File: src/hdl/aehp_pkg.sv
`default_nettype none

package aehp_pkg;

   // Number of header bytes kept per frame, and the widest header the parser can address.
   localparam int HEADER_BYTES_DEFAULT = 12;
   localparam int MAX_HEADER_BITS      = 128;

   // Depth of the header queue between the byte collector and the parser.
   localparam int QUEUE_DEPTH = 2;

   localparam logic [15:0] SYNC_WORD = 16'h0B77;

   // Width of the result stream data bus.
   localparam int RSP_TDATA_W = 72;

   typedef enum logic [1:0] {
      STATUS_OK       = 2'd0,
      STATUS_SYNC_ERR = 2'd1,
      STATUS_RATE_ERR = 2'd2
   } status_type;

   // One parsed header. The first member sits in the highest bits, so status lands in bits [1:0].
   typedef struct packed {
      logic [3:0]  channel_total;
      logic        lfe_present;
      logic [3:0]  extension_channels;
      logic [2:0]  base_channels;
      logic [19:0] duration_ticks;
      logic [2:0]  audio_blocks;
      logic [12:0] payload_bytes;
      logic [15:0] sample_rate;
      logic [2:0]  substream_id;
      logic [1:0]  stream_type;
      status_type  status;
   } result_type;

endpackage

`default_nettype wire

File: src/hdl/aehp_front.sv
`default_nettype none

module aehp_front
   import aehp_pkg::*;
#(
   parameter int HEADER_BYTES = HEADER_BYTES_DEFAULT
)
(
   input  logic                    clock,
   input  logic                    reset,
   input  logic                    req_tvalid,
   output logic                    req_tready,
   input  logic [7:0]              req_tdata,
   input  logic                    req_tuser,
   input  logic                    enhanced,
   input  logic                    q_full,
   output logic                    push_valid,
   output logic [HEADER_BYTES*8:0] push_data
);

   localparam int CW = $clog2(HEADER_BYTES + 1);
   localparam int IW = $clog2(HEADER_BYTES);
   localparam logic [CW-1:0] LAST_IDX = CW'(HEADER_BYTES - 1);
   localparam logic [CW-1:0] FULL_CNT = CW'(HEADER_BYTES);

   logic [CW-1:0] count_ff;
   logic [CW-1:0] count_in;
   logic [CW-1:0] count_eff;
   logic [7:0]    store_ff [HEADER_BYTES];
   logic          accept;
   logic          store_en;

   // The collector only waits when the queue cannot take another header.
   assign req_tready = !q_full;
   assign accept     = req_tvalid && req_tready;

   always_comb begin
      count_eff  = req_tuser ? '0 : count_ff;
      store_en   = accept && (count_eff < FULL_CNT);
      count_in   = count_ff;
      if (accept) begin
         count_in = store_en ? count_eff + 1'b1 : count_eff;
      end
      push_valid = store_en && (count_eff == LAST_IDX);
   end

   always_ff @(posedge clock) begin
      if (reset) begin
         count_ff <= '0;
      end else begin
         count_ff <= count_in;
      end
   end

   always_ff @(posedge clock) begin
      if (store_en) begin
         store_ff[count_eff[IW-1:0]] <= req_tdata;
      end
   end

   // Byte 0 goes to the top of the header word; the last byte comes straight from the bus.
   always_comb begin
      push_data[HEADER_BYTES*8] = enhanced;
      for (int i = 0; i < HEADER_BYTES; i++) begin
         push_data[(HEADER_BYTES-i)*8-1 -: 8] = (i == HEADER_BYTES - 1) ? req_tdata : store_ff[i];
      end
   end

endmodule

`default_nettype wire

File: src/hdl/aehp_queue.sv
`default_nettype none

module aehp_queue
   import aehp_pkg::*;
#(
   parameter int WIDTH = HEADER_BYTES_DEFAULT * 8 + 1,
   parameter int DEPTH = QUEUE_DEPTH
)
(
   input  logic             clock,
   input  logic             reset,
   input  logic             push_valid,
   input  logic [WIDTH-1:0] push_data,
   output logic             full,
   output logic             pop_valid,
   input  logic             pop_ready,
   output logic [WIDTH-1:0] pop_data
);

   localparam int AW = (DEPTH > 1) ? $clog2(DEPTH) : 1;
   localparam int CW = $clog2(DEPTH + 1);
   localparam logic [AW-1:0] LAST_PTR = AW'(DEPTH - 1);

   logic [WIDTH-1:0] slot_ff [DEPTH];
   logic [AW-1:0]    wr_ptr_ff;
   logic [AW-1:0]    rd_ptr_ff;
   logic [CW-1:0]    count_ff;
   logic             pop;

   assign full      = (count_ff == CW'(DEPTH));
   assign pop_valid = (count_ff != '0);
   assign pop       = pop_valid && pop_ready;
   assign pop_data  = slot_ff[rd_ptr_ff];

   always_ff @(posedge clock) begin
      if (push_valid) begin
         slot_ff[wr_ptr_ff] <= push_data;
      end
   end

   always_ff @(posedge clock) begin
      if (reset) begin
         wr_ptr_ff <= '0;
         rd_ptr_ff <= '0;
         count_ff  <= '0;
      end else begin
         if (push_valid) begin
            wr_ptr_ff <= (wr_ptr_ff == LAST_PTR) ? '0 : wr_ptr_ff + 1'b1;
         end
         if (pop) begin
            rd_ptr_ff <= (rd_ptr_ff == LAST_PTR) ? '0 : rd_ptr_ff + 1'b1;
         end
         if (push_valid && !pop) begin
            count_ff <= count_ff + 1'b1;
         end else if (pop && !push_valid) begin
            count_ff <= count_ff - 1'b1;
         end
      end
   end

endmodule

`default_nettype wire

File: src/hdl/aehp_back.sv
`default_nettype none

module aehp_back
   import aehp_pkg::*;
#(
   parameter int HEADER_BYTES = HEADER_BYTES_DEFAULT
)
(
   input  logic                    clock,
   input  logic                    reset,
   input  logic                    pop_valid,
   output logic                    pop_ready,
   input  logic [HEADER_BYTES*8:0] pop_data,
   output logic                    rsp_valid,
   input  logic                    rsp_ready,
   output result_type              rsp_result
);

   localparam int HW  = HEADER_BYTES * 8;
   localparam int PW  = MAX_HEADER_BITS;
   localparam int TOP = PW - 1;
   localparam logic [6:0] TOP_IDX = 7'(TOP);
   localparam logic [1:0] STRM_INDEP = 2'd0;
   localparam logic [1:0] STRM_DEP   = 2'd1;
   localparam longint TICK_SCALE = 64'd2560000000;

   typedef enum logic [2:0] {
      RATE_48K, RATE_44K1, RATE_32K, RATE_24K, RATE_22K05, RATE_16K, RATE_NONE
   } rate_type;

   typedef struct packed {
      status_type  status;
      logic [1:0]  strm;
      logic [2:0]  sub;
      rate_type    rate;
      logic [2:0]  blocks;
      logic [12:0] bytes;
      logic [2:0]  acmod;
      logic        lfe;
      logic        base_en;
      logic        ext_acmod_en;
      logic        map_en;
      logic [15:0] map;
   } stage_type;

   function automatic rate_type full_rate(input logic [1:0] code);
      case (code)
         2'd0:    return RATE_48K;
         2'd1:    return RATE_44K1;
         2'd2:    return RATE_32K;
         default: return RATE_NONE;
      endcase
   endfunction

   function automatic rate_type half_rate(input logic [1:0] code);
      case (code)
         2'd0:    return RATE_24K;
         2'd1:    return RATE_22K05;
         2'd2:    return RATE_16K;
         default: return RATE_NONE;
      endcase
   endfunction

   function automatic logic [15:0] rate_hz(input rate_type rate);
      case (rate)
         RATE_48K:   return 16'd48000;
         RATE_44K1:  return 16'd44100;
         RATE_32K:   return 16'd32000;
         RATE_24K:   return 16'd24000;
         RATE_22K05: return 16'd22050;
         RATE_16K:   return 16'd16000;
         default:    return 16'd0;
      endcase
   endfunction

   // Frame duration in 100 ns units for every rate and block count that can occur.
   function automatic logic [19:0] ticks(input rate_type rate, input logic [2:0] blocks);
      logic [19:0] t;
      t = '0;
      case (rate)
         RATE_48K: begin
            case (blocks)
               3'd1:    t = 20'(TICK_SCALE / 48000);
               3'd2:    t = 20'(2 * TICK_SCALE / 48000);
               3'd3:    t = 20'(3 * TICK_SCALE / 48000);
               3'd6:    t = 20'(6 * TICK_SCALE / 48000);
               default: t = '0;
            endcase
         end
         RATE_44K1: begin
            case (blocks)
               3'd1:    t = 20'(TICK_SCALE / 44100);
               3'd2:    t = 20'(2 * TICK_SCALE / 44100);
               3'd3:    t = 20'(3 * TICK_SCALE / 44100);
               3'd6:    t = 20'(6 * TICK_SCALE / 44100);
               default: t = '0;
            endcase
         end
         RATE_32K: begin
            case (blocks)
               3'd1:    t = 20'(TICK_SCALE / 32000);
               3'd2:    t = 20'(2 * TICK_SCALE / 32000);
               3'd3:    t = 20'(3 * TICK_SCALE / 32000);
               3'd6:    t = 20'(6 * TICK_SCALE / 32000);
               default: t = '0;
            endcase
         end
         RATE_24K:   t = (blocks == 3'd6) ? 20'(6 * TICK_SCALE / 24000) : '0;
         RATE_22K05: t = (blocks == 3'd6) ? 20'(6 * TICK_SCALE / 22050) : '0;
         RATE_16K:   t = (blocks == 3'd6) ? 20'(6 * TICK_SCALE / 16000) : '0;
         default:    t = '0;
      endcase
      return t;
   endfunction

   function automatic logic [9:0] ac3_kbps(input logic [4:0] idx);
      case (idx)
         5'd0:    return 10'd32;
         5'd1:    return 10'd40;
         5'd2:    return 10'd48;
         5'd3:    return 10'd56;
         5'd4:    return 10'd64;
         5'd5:    return 10'd80;
         5'd6:    return 10'd96;
         5'd7:    return 10'd112;
         5'd8:    return 10'd128;
         5'd9:    return 10'd160;
         5'd10:   return 10'd192;
         5'd11:   return 10'd224;
         5'd12:   return 10'd256;
         5'd13:   return 10'd320;
         5'd14:   return 10'd384;
         5'd15:   return 10'd448;
         5'd16:   return 10'd512;
         5'd17:   return 10'd576;
         5'd18:   return 10'd640;
         default: return 10'd0;
      endcase
   endfunction

   // Words per frame at 44.1 kHz for the even size codes (320 * kbps / 147, truncated).
   function automatic logic [10:0] ac3_words44(input logic [4:0] idx);
      case (idx)
         5'd0:    return 11'd69;
         5'd1:    return 11'd87;
         5'd2:    return 11'd104;
         5'd3:    return 11'd121;
         5'd4:    return 11'd139;
         5'd5:    return 11'd174;
         5'd6:    return 11'd208;
         5'd7:    return 11'd243;
         5'd8:    return 11'd278;
         5'd9:    return 11'd348;
         5'd10:   return 11'd417;
         5'd11:   return 11'd487;
         5'd12:   return 11'd557;
         5'd13:   return 11'd696;
         5'd14:   return 11'd835;
         5'd15:   return 11'd975;
         5'd16:   return 11'd1114;
         5'd17:   return 11'd1253;
         5'd18:   return 11'd1393;
         default: return 11'd0;
      endcase
   endfunction

   function automatic logic [12:0] ac3_bytes(input logic [1:0] fscod, input logic [5:0] code);
      logic [9:0]  kbps;
      logic [10:0] w44;
      logic [12:0] r;
      kbps = ac3_kbps(code[5:1]);
      w44  = ac3_words44(code[5:1]);
      r    = '0;
      if (code < 6'd38) begin
         case (fscod)
            2'd0:    r = 13'(kbps) << 2;
            2'd1:    r = {1'b0, w44 + 11'(code[0]), 1'b0};
            2'd2:    r = 13'(kbps) * 13'd6;
            default: r = '0;
         endcase
      end
      return r;
   endfunction

   function automatic logic [2:0] acmod_channels(input logic [2:0] acmod);
      case (acmod)
         3'd0:    return 3'd2;
         3'd1:    return 3'd1;
         3'd2:    return 3'd2;
         3'd3:    return 3'd3;
         3'd4:    return 3'd3;
         3'd5:    return 3'd4;
         3'd6:    return 3'd4;
         default: return 3'd5;
      endcase
   endfunction

   logic [PW-1:0] bits;
   logic          enh;
   logic [15:0]   sync;
   logic [1:0]    a_fscod;
   logic [5:0]    a_code;
   logic [2:0]    a_acmod;
   logic [6:0]    a_lfe_pos;
   logic          a_lfe;
   logic [1:0]    e_strm;
   logic [2:0]    e_sub;
   logic [10:0]   e_frmsiz;
   logic [1:0]    e_fscod;
   logic [1:0]    e_fscod2;
   logic [2:0]    e_acmod;
   logic          e_lfe;
   logic          e_compre;
   logic [6:0]    e_mix_pos;
   logic          e_compr2e;
   logic [6:0]    e_map_pos;
   logic          e_chanmape;
   logic [15:0]   e_map;

   stage_type  s1_in;
   stage_type  s1_ff;
   logic       s1_v_ff;
   logic       s1_ready;
   logic       s2_ready;
   logic       rsp_v_ff;
   result_type res_in;
   result_type res_ff;
   logic [2:0] ach;
   logic [2:0] base;
   logic [3:0] ext;
   logic       lfe;

   // Bit p of the stream sits at bits[TOP - p]; positions past the header read zero.
   assign bits = PW'(pop_data[HW-1:0]) << (PW - HW);
   assign enh  = pop_data[HW];

   always_comb begin
      sync      = bits[TOP -: 16];
      a_fscod   = bits[TOP-32 -: 2];
      a_code    = bits[TOP-34 -: 6];
      a_acmod   = bits[TOP-48 -: 3];
      a_lfe_pos = 7'd51
                + ((a_acmod[0] && a_acmod != 3'd1) ? 7'd2 : 7'd0)
                + (a_acmod[2] ? 7'd2 : 7'd0)
                + ((a_acmod == 3'd2) ? 7'd2 : 7'd0);
      a_lfe     = bits[TOP_IDX - a_lfe_pos];

      e_strm     = bits[TOP-16 -: 2];
      e_sub      = bits[TOP-18 -: 3];
      e_frmsiz   = bits[TOP-21 -: 11];
      e_fscod    = bits[TOP-32 -: 2];
      e_fscod2   = bits[TOP-34 -: 2];
      e_acmod    = bits[TOP-36 -: 3];
      e_lfe      = bits[TOP-39];
      e_compre   = bits[TOP-50];
      e_mix_pos  = 7'd51 + (e_compre ? 7'd8 : 7'd0);
      e_compr2e  = bits[TOP_IDX - (e_mix_pos + 7'd5)];
      e_map_pos  = e_mix_pos + ((e_acmod == 3'd0) ? (e_compr2e ? 7'd14 : 7'd6) : 7'd0);
      e_chanmape = bits[TOP_IDX - e_map_pos];
      e_map      = bits[TOP_IDX - e_map_pos - 7'd1 -: 16];

      s1_in      = '0;
      s1_in.rate = RATE_NONE;
      if (sync != SYNC_WORD) begin
         s1_in.status = STATUS_SYNC_ERR;
      end else if (!enh) begin
         if (a_fscod == 2'd3) begin
            s1_in.status = STATUS_RATE_ERR;
         end else begin
            s1_in.status  = STATUS_OK;
            s1_in.rate    = full_rate(a_fscod);
            s1_in.blocks  = 3'd6;
            s1_in.bytes   = ac3_bytes(a_fscod, a_code);
            s1_in.acmod   = a_acmod;
            s1_in.lfe     = a_lfe;
            s1_in.base_en = 1'b1;
         end
      end else if (e_fscod == 2'd3 && e_fscod2 == 2'd3) begin
         s1_in.status = STATUS_RATE_ERR;
      end else begin
         s1_in.status = STATUS_OK;
         s1_in.strm   = e_strm;
         s1_in.sub    = e_sub;
         if (e_fscod == 2'd3) begin
            s1_in.rate   = half_rate(e_fscod2);
            s1_in.blocks = 3'd6;
         end else begin
            s1_in.rate   = full_rate(e_fscod);
            s1_in.blocks = (e_fscod2 == 2'd3) ? 3'd6 : {1'b0, e_fscod2} + 3'd1;
         end
         s1_in.bytes = {{1'b0, e_frmsiz} + 12'd1, 1'b0};
         s1_in.acmod = e_acmod;
         s1_in.lfe   = e_lfe;
         case (e_strm)
            STRM_INDEP: s1_in.base_en = 1'b1;
            STRM_DEP: begin
               if (e_chanmape) begin
                  s1_in.map_en = 1'b1;
                  s1_in.map    = e_map;
               end else begin
                  s1_in.ext_acmod_en = 1'b1;
               end
            end
            default: s1_in.base_en = 1'b0;
         endcase
      end
   end

   always_comb begin
      ach  = acmod_channels(s1_ff.acmod);
      base = s1_ff.base_en ? ach : 3'd0;
      if (s1_ff.map_en) begin
         ext = 4'($countones(s1_ff.map[15:5]));
      end else if (s1_ff.ext_acmod_en) begin
         ext = {1'b0, ach};
      end else begin
         ext = 4'd0;
      end
      lfe = s1_ff.lfe || (s1_ff.map_en && s1_ff.map[4]);

      res_in                    = '0;
      res_in.status             = s1_ff.status;
      res_in.stream_type        = s1_ff.strm;
      res_in.substream_id       = s1_ff.sub;
      res_in.sample_rate        = rate_hz(s1_ff.rate);
      res_in.payload_bytes      = s1_ff.bytes;
      res_in.audio_blocks       = s1_ff.blocks;
      res_in.duration_ticks     = ticks(s1_ff.rate, s1_ff.blocks);
      res_in.base_channels      = base;
      res_in.extension_channels = ext;
      res_in.lfe_present        = lfe;
      res_in.channel_total      = {1'b0, base} + ext + 4'(lfe);
   end

   assign s2_ready   = !rsp_v_ff || rsp_ready;
   assign s1_ready   = !s1_v_ff || s2_ready;
   assign pop_ready  = s1_ready;
   assign rsp_valid  = rsp_v_ff;
   assign rsp_result = res_ff;

   always_ff @(posedge clock) begin
      if (reset) begin
         s1_v_ff  <= 1'b0;
         rsp_v_ff <= 1'b0;
      end else begin
         if (s1_ready) begin
            s1_v_ff <= pop_valid;
         end
         if (s2_ready) begin
            rsp_v_ff <= s1_v_ff;
         end
      end
   end

   always_ff @(posedge clock) begin
      if (s1_ready && pop_valid) begin
         s1_ff <= s1_in;
      end
      if (s2_ready && s1_v_ff) begin
         res_ff <= res_in;
      end
   end

endmodule

`default_nettype wire

File: src/hdl/ac3_eac3_header_parser_core.sv
// From the queue a header goes through the s1 register and the output register to the result.
// Throughput: one header byte per cycle; a result at most once per HEADER_BYTES bytes.
// The byte collector stalls only while the two-entry header queue is full.
// Reset (synchronous, active high) clears the byte count, the queue, the pipeline valids and
// selects AC-3 parsing. The header bytes themselves are not cleared.
`default_nettype none

module ac3_eac3_header_parser_core
   import aehp_pkg::*;
#(
   parameter int HEADER_BYTES = HEADER_BYTES_DEFAULT
)
(
   input  logic                   clock,
   input  logic                   reset,
   // Configuration: codec select, 0 for AC-3, 1 for E-AC-3.
   input  logic                   csr_wr_en,
   input  logic                   csr_wr_data,
   // Request channel.
   input  logic                   req_tvalid,
   output logic                   req_tready,
   input  logic [7:0]             req_tdata,   // [7:0] data_byte
   input  logic                   req_tuser,   // [0] frame_start
   // Result channel.
   output logic                   rsp_tvalid,
   input  logic                   rsp_tready,
   // [1:0] status, [3:2] stream_type, [6:4] substream_id, [22:7] sample_rate,
   // [35:23] payload_bytes, [38:36] audio_blocks, [58:39] duration_ticks,
   // [61:59] base_channels, [65:62] extension_channels, [66] lfe_present,
   // [70:67] channel_total, [71] zero
   output logic [RSP_TDATA_W-1:0] rsp_tdata
);

   localparam int QW = HEADER_BYTES * 8 + 1;

   logic          enhanced_ff;
   logic          q_full;
   logic          push_valid;
   logic [QW-1:0] push_data;
   logic          pop_valid;
   logic          pop_ready;
   logic [QW-1:0] pop_data;
   result_type    result;

   // The user must change the codec select only while the block is idle; the block does not
   // enforce this. Each header takes the value that is current when its last byte arrives.
   always_ff @(posedge clock) begin
      if (reset) begin
         enhanced_ff <= 1'b0;
      end else if (csr_wr_en) begin
         enhanced_ff <= csr_wr_data;
      end
   end

   // The front end counts the bytes of each request run. A request that carries the
   // frame start flag restarts the count, and bytes after a full header are dropped
   // until the next frame start. The last header byte pushes the whole header, tagged
   // with the codec select, into the queue.
   aehp_front #(
      .HEADER_BYTES (HEADER_BYTES)
   ) u_front (
      .clock      (clock),
      .reset      (reset),
      .req_tvalid (req_tvalid),
      .req_tready (req_tready),
      .req_tdata  (req_tdata),
      .req_tuser  (req_tuser),
      .enhanced   (enhanced_ff),
      .q_full     (q_full),
      .push_valid (push_valid),
      .push_data  (push_data)
   );

   // The queue lets the collector keep taking bytes of the next frame while a parsed
   // result is still waiting on the result channel.
   aehp_queue #(
      .WIDTH (QW),
      .DEPTH (QUEUE_DEPTH)
   ) u_queue (
      .clock      (clock),
      .reset      (reset),
      .push_valid (push_valid),
      .push_data  (push_data),
      .full       (q_full),
      .pop_valid  (pop_valid),
      .pop_ready  (pop_ready),
      .pop_data   (pop_data)
   );

   // The back end parses in two stages: field extraction and table lookups, then the
   // channel counts and duration, which are held in the output register.
   aehp_back #(
      .HEADER_BYTES (HEADER_BYTES)
   ) u_back (
      .clock      (clock),
      .reset      (reset),
      .pop_valid  (pop_valid),
      .pop_ready  (pop_ready),
      .pop_data   (pop_data),
      .rsp_valid  (rsp_tvalid),
      .rsp_ready  (rsp_tready),
      .rsp_result (result)
   );

   assign rsp_tdata = RSP_TDATA_W'(result);

endmodule

`default_nettype wire

File: config.mk
export PLATFORM = sky130hd
export DESIGN_NAME = ac3_eac3_header_parser_core
export DESIGN_NICKNAME = d
export VERILOG_FILES = /design/src/hdl/aehp_pkg.sv /design/src/hdl/aehp_front.sv /design/src/hdl/aehp_queue.sv /design/src/hdl/aehp_back.sv /design/src/hdl/ac3_eac3_header_parser_core.sv
export SDC_FILE = /design/constraint.sdc
export NUM_CORES = 1
export LEC_CHECK = 0
export BUFFER_PORTS_ARGS = -buffer_cell sky130_fd_sc_hd__buf_2
export CAP_MARGIN = 30
export CORE_MARGIN = 4
export CORE_UTILIZATION = 32
export CTS_CLUSTER_DIAMETER = 150
export DETAILED_ROUTE_END_ITERATION = 16
export PLACE_DENSITY = 0.5
export RECOVER_POWER = 100
export SYNTH_ARGS = -nofsm -noshare
export SYNTH_HDL_FRONTEND = slang
export SYNTH_SLANG_ARGS = --single-unit
File: constraint.sdc
create_clock -name clock -period 10.5 [get_ports clock]
set_clock_uncertainty 0.15 [all_clocks]
set_input_delay 0.525 -clock clock [delete_from_list [all_inputs] [get_ports clock]]
set_output_delay 0.525 -clock clock [all_outputs]
set_load 0.005 [all_outputs]
==> out/results.tsv <==
stage	metric	value	unit
cts	clk_pin_slew	60	ps
floorplan	die_h	233	um
detailed_routing	drtAntennaViolNets	0	
synth	synth_top_area_cell	edfxtp_1	
global_route	grt_pass1_vias	9331	
sta	min_period_over_period	0.661	
cts	root_buffer	clkbuf_16	
cells_and_area	multiInputGateArea	4950	um2
power	swShare	0.199	
cts	clkLatencyLatePin	570	ps
global_route	overflow	0	
detailed_routing	first_iter_violations	631	
placement	place_inst	1827	
power	p_clk_frac	0.465	
cells_and_area	fill_cells	4829	
setup_path	crit_type	flip-flop to flip-flop	
cts	hold_buffers	0	
global_route	gr-usage-all-layers	0.143	
synth	ys_ff_latch	364	
sta	slew_headroom	-1.35	
sta	setup_viol	0	
min_path	hp-class	primary input to flip-flop	
floorplan	initial_core_util	0.324	
synth	postSynthAreaPerCell	14.7	um2
power	netSwitchingPower	0.598	mW
setup_path	reg2reg_depth	15	
sta	clock.fmax	0.144	GHz
cts	clkSinkCount	364	
floorplan	die_w	233	um
placement	portBuffers	83	
global_route	grt_pass1_wl	58.4	mm
placement	hpwl	27.0	mm
setup_path	crit_slowest_cell	dfxtp_1	
synth	yosysUniqueCellTypes	73	
sta	worst_pin_slew	3520	ps
cts	clock_path_buffers	3	
floorplan	coreArea	50200	um2
synth	yosysMostFrequentCell	edfxtp_1	
floorplan	ios	89	
cells_and_area	nets	1264	
job	maxCapViolCount	7	
sta	hold-worst-slack	42.3	ps
placement	place.gp.congestion	0.890	
synth	synthTopCellsByCount	edfxtp_1 (352), nor2_1 (98), nand2_1 (58)	
setup_path	cpPeakStageDelay	1740	ps
synth	synth-main-ff-cell	edfxtp_1	
cts	post-cts-setup-buffer-count	0	
power	vdd_ir_drop_max	0.0997	mV
synth	postSynthCellCount	1108	
sta	hold_viol	0	
floorplan	dieArea	54500	um2
synth	ys_seq_area_frac	0.665	
synth	synth_edf_count	352	
detailed_routing	post_drt_wl_per_cell	20.4	um
synth	yosys_warnings	0	
synth	synth_top_area_share	0.650	
detailed_routing	drc	0	
global_route	grt_max_degree	67	
power	power.leakage	6.26	nW
global_route	antenna_found_initial	0	
sta	post-route-min-period	6940	ps
sta	rsz0062_at_grt	no	
cells_and_area	drive_gt1_frac	0.137	
cells_and_area	synthToLayoutAreaGrowth	14.2	%
sta	fin_tns_setup	0	ps
power	combPwrFrac	0.007	
run_status	violations	max-capacitance violations, max-slew violations	
cts	numCtsBuffers	41	
power	pwr-share-seq	0.528	
power	power_density	161	nW/um2
cts	cts_max_level	2	
cells_and_area	seq_area	10800	um2
cells_and_area	num_antenna_cells	0	
run_status	outcome	finished, violations left	
cells_and_area	utilization	0.370	
floorplan	rows	82	
cells_and_area	instances_no_fill	1903	
power	p_total	3.00	mW
cts	post_cts_resized	0	
synth	async_reset_ff_frac	0	
synth	synthTopCellsByArea	edfxtp_1 (65%), mux4_2 (4.4%), ha_1 (3.1%), mux2i_1 (2.4%), nor2_1 (2.3%)	
setup_path	path_cells	mux2i_1, ha_1, nand2_1, clkinv_1, buf_4, o211ai_1, ha_1, ha_1, nor2_1, nor2_1, nor2_1, nand2_1, nand2_1, nand3_1, a311oi_1	
setup_path	cp-endpoint	u_back.s1_ff[13]$_SDFFCE_PP0P_	
setup_path	rr_endpoint	u_back.s1_ff[13]$_SDFFCE_PP0P_	
detailed_routing	firstDrtPassIters	5	
setup_path	crit_fanout	47	
setup_path	crit_arrival	7170	ps
cts	cts_tree	yes	
setup_path	reg2reg_slack	3560	ps
setup_path	crit_path_start_kind	flip-flop	
detailed_routing	drt-total-wl	38.7	mm
setup_path	worstPathRequired	10730	ps
synth	netlist_area	16300	um2
power	p_int	2.40	mW
setup_path	worstSetupEndpointType	flip-flop	
sta	final_max_slew_viol_count	316	
detailed_routing	via_per_inst	4.89	
detailed_routing	vias	9312	
[cell usage in the layout (no fill, tap or decap), drive strengths merged, types with 5 or more instances in the layout]
cell	count
edfxtp	352
clkbuf	106
nor2	98
nand2	60
inv	55
a21oi	53
o21ai	43
mux2i	42
buf	41
ha	40
mux4	32
nor3	25
nand2b	21
xnor2	20
mux2	18
clkinv	15
nor2b	14
o22ai	12
dfxtp	12
a22oi	11
and2	11
nand3	10
xor2	9
a211oi	9
fa	9
o32ai	7
and3	7
o221ai	7
a21o	6
or2	6
o211ai	5
conb	5
clkinvlp	5
a31oi	5
[power by group through the flow]
stage | combinational, mW | sequential, mW | clock, mW
finish | 0.0205 | 1.58 | 1.39
floorplan | 0.00738 | 1.61 | 0
CTS | 0.0223 | 1.58 | 1.44
global placement | 0.0217 | 1.61 | 0
detailed placement | 0.0222 | 1.61 | 0
global route | 0.0228 | 1.58 | 1.50
[how the worst min path moves through the flow]
stage	from	end	slack, ps	cells after the start
2_1_floorplan	u_back.res_in[0]$_SDFFCE_PP1P_	u_back.rsp_result[0]$_DFFE_PP_	250	0
3_3_place_gp	u_back.res_in[34]$_SDFFCE_PP0P_	u_back.rsp_result[34]$_DFFE_PP_	250	0
3_5_place_dp	u_back.res_in[33]$_SDFFCE_PP0P_	u_back.rsp_result[33]$_DFFE_PP_	250	0
4_1_cts	csr_wr_data	enhanced_ff$_SDFFE_PP0P_	4	3
5_1_grt	csr_wr_data	enhanced_ff$_SDFFE_PP0P_	50	3
6_report	csr_wr_data	enhanced_ff$_SDFFE_PP0P_	40	3
[cell type report]
cell class                 instances  area share
clock buffer                      51      0.0584
clock inverter                    23      0.0125
inverter                          55      0.0114
multi-input combinational        642       0.267
sequential                       364       0.582
tap                              672      0.0453
timing repair buffer              96      0.0239
[worst max-delay path, delay by kind of cell (launching register included)]
family	cells	cell delay, ps
flops	1	1740
mux	1	730
buf+inv	2	620
simple gates	7	1940
compound gates	2	590
fa+ha+maj	3	910
[logic make-up (layout without fill, tap and decap cells)]
logic type | Yosys count | after routing | synth area share
XOR/XNOR | 29 | 29 | 0.0156
adder cells (fa/ha/maj) | 49 | 49 | 0.0418
buffers and inverters | 106 | 225 | 0.0322
multiplexers | 92 | 92 | 0.0849
other | 1 | 5 | 0.000231
AO/OA/AOI/OAI | 192 | 192 | 0.0783
flip-flops | 364 | 364 | 0.665
AND/OR/NAND/NOR | 275 | 275 | 0.0822
[sequential cells by signal (all words and copies together) (netlist names), 2 cells and up, named ones only]
| register | flops |
|---|---|
| u_back.res_in | 22 |
| u_back.rsp_result | 66 |
| u_back.s1_ff | 22 |
| u_front.count_ff | 4 |
| u_front.store_ff | 80 |
| u_queue.count_ff | 2 |
| u_queue.slot_ff | 162 |
[stage by stage]
| stage | instance area [um2] | setup WS [ps] |
|---|---|---|
| finish | 18600 | 3560 |
| global route | 18600 | 2850 |
| CTS | 18700 | 4740 |
| detailed placement | 17300 | 4780 |
| global placement | 17300 | 4990 |
| floorplan | 16300 | 5200 |
[per-layer routing]
layer,GRT usage,part of all wire,up-vias
li1,-,-,4386
met1,0.194,0.46,4646
met2,0.235,0.47,225
met3,0.0229,0.044,55
met4,0.0453,0.023,0
met5,0,0,-
(Power assumes the default switching activity.)
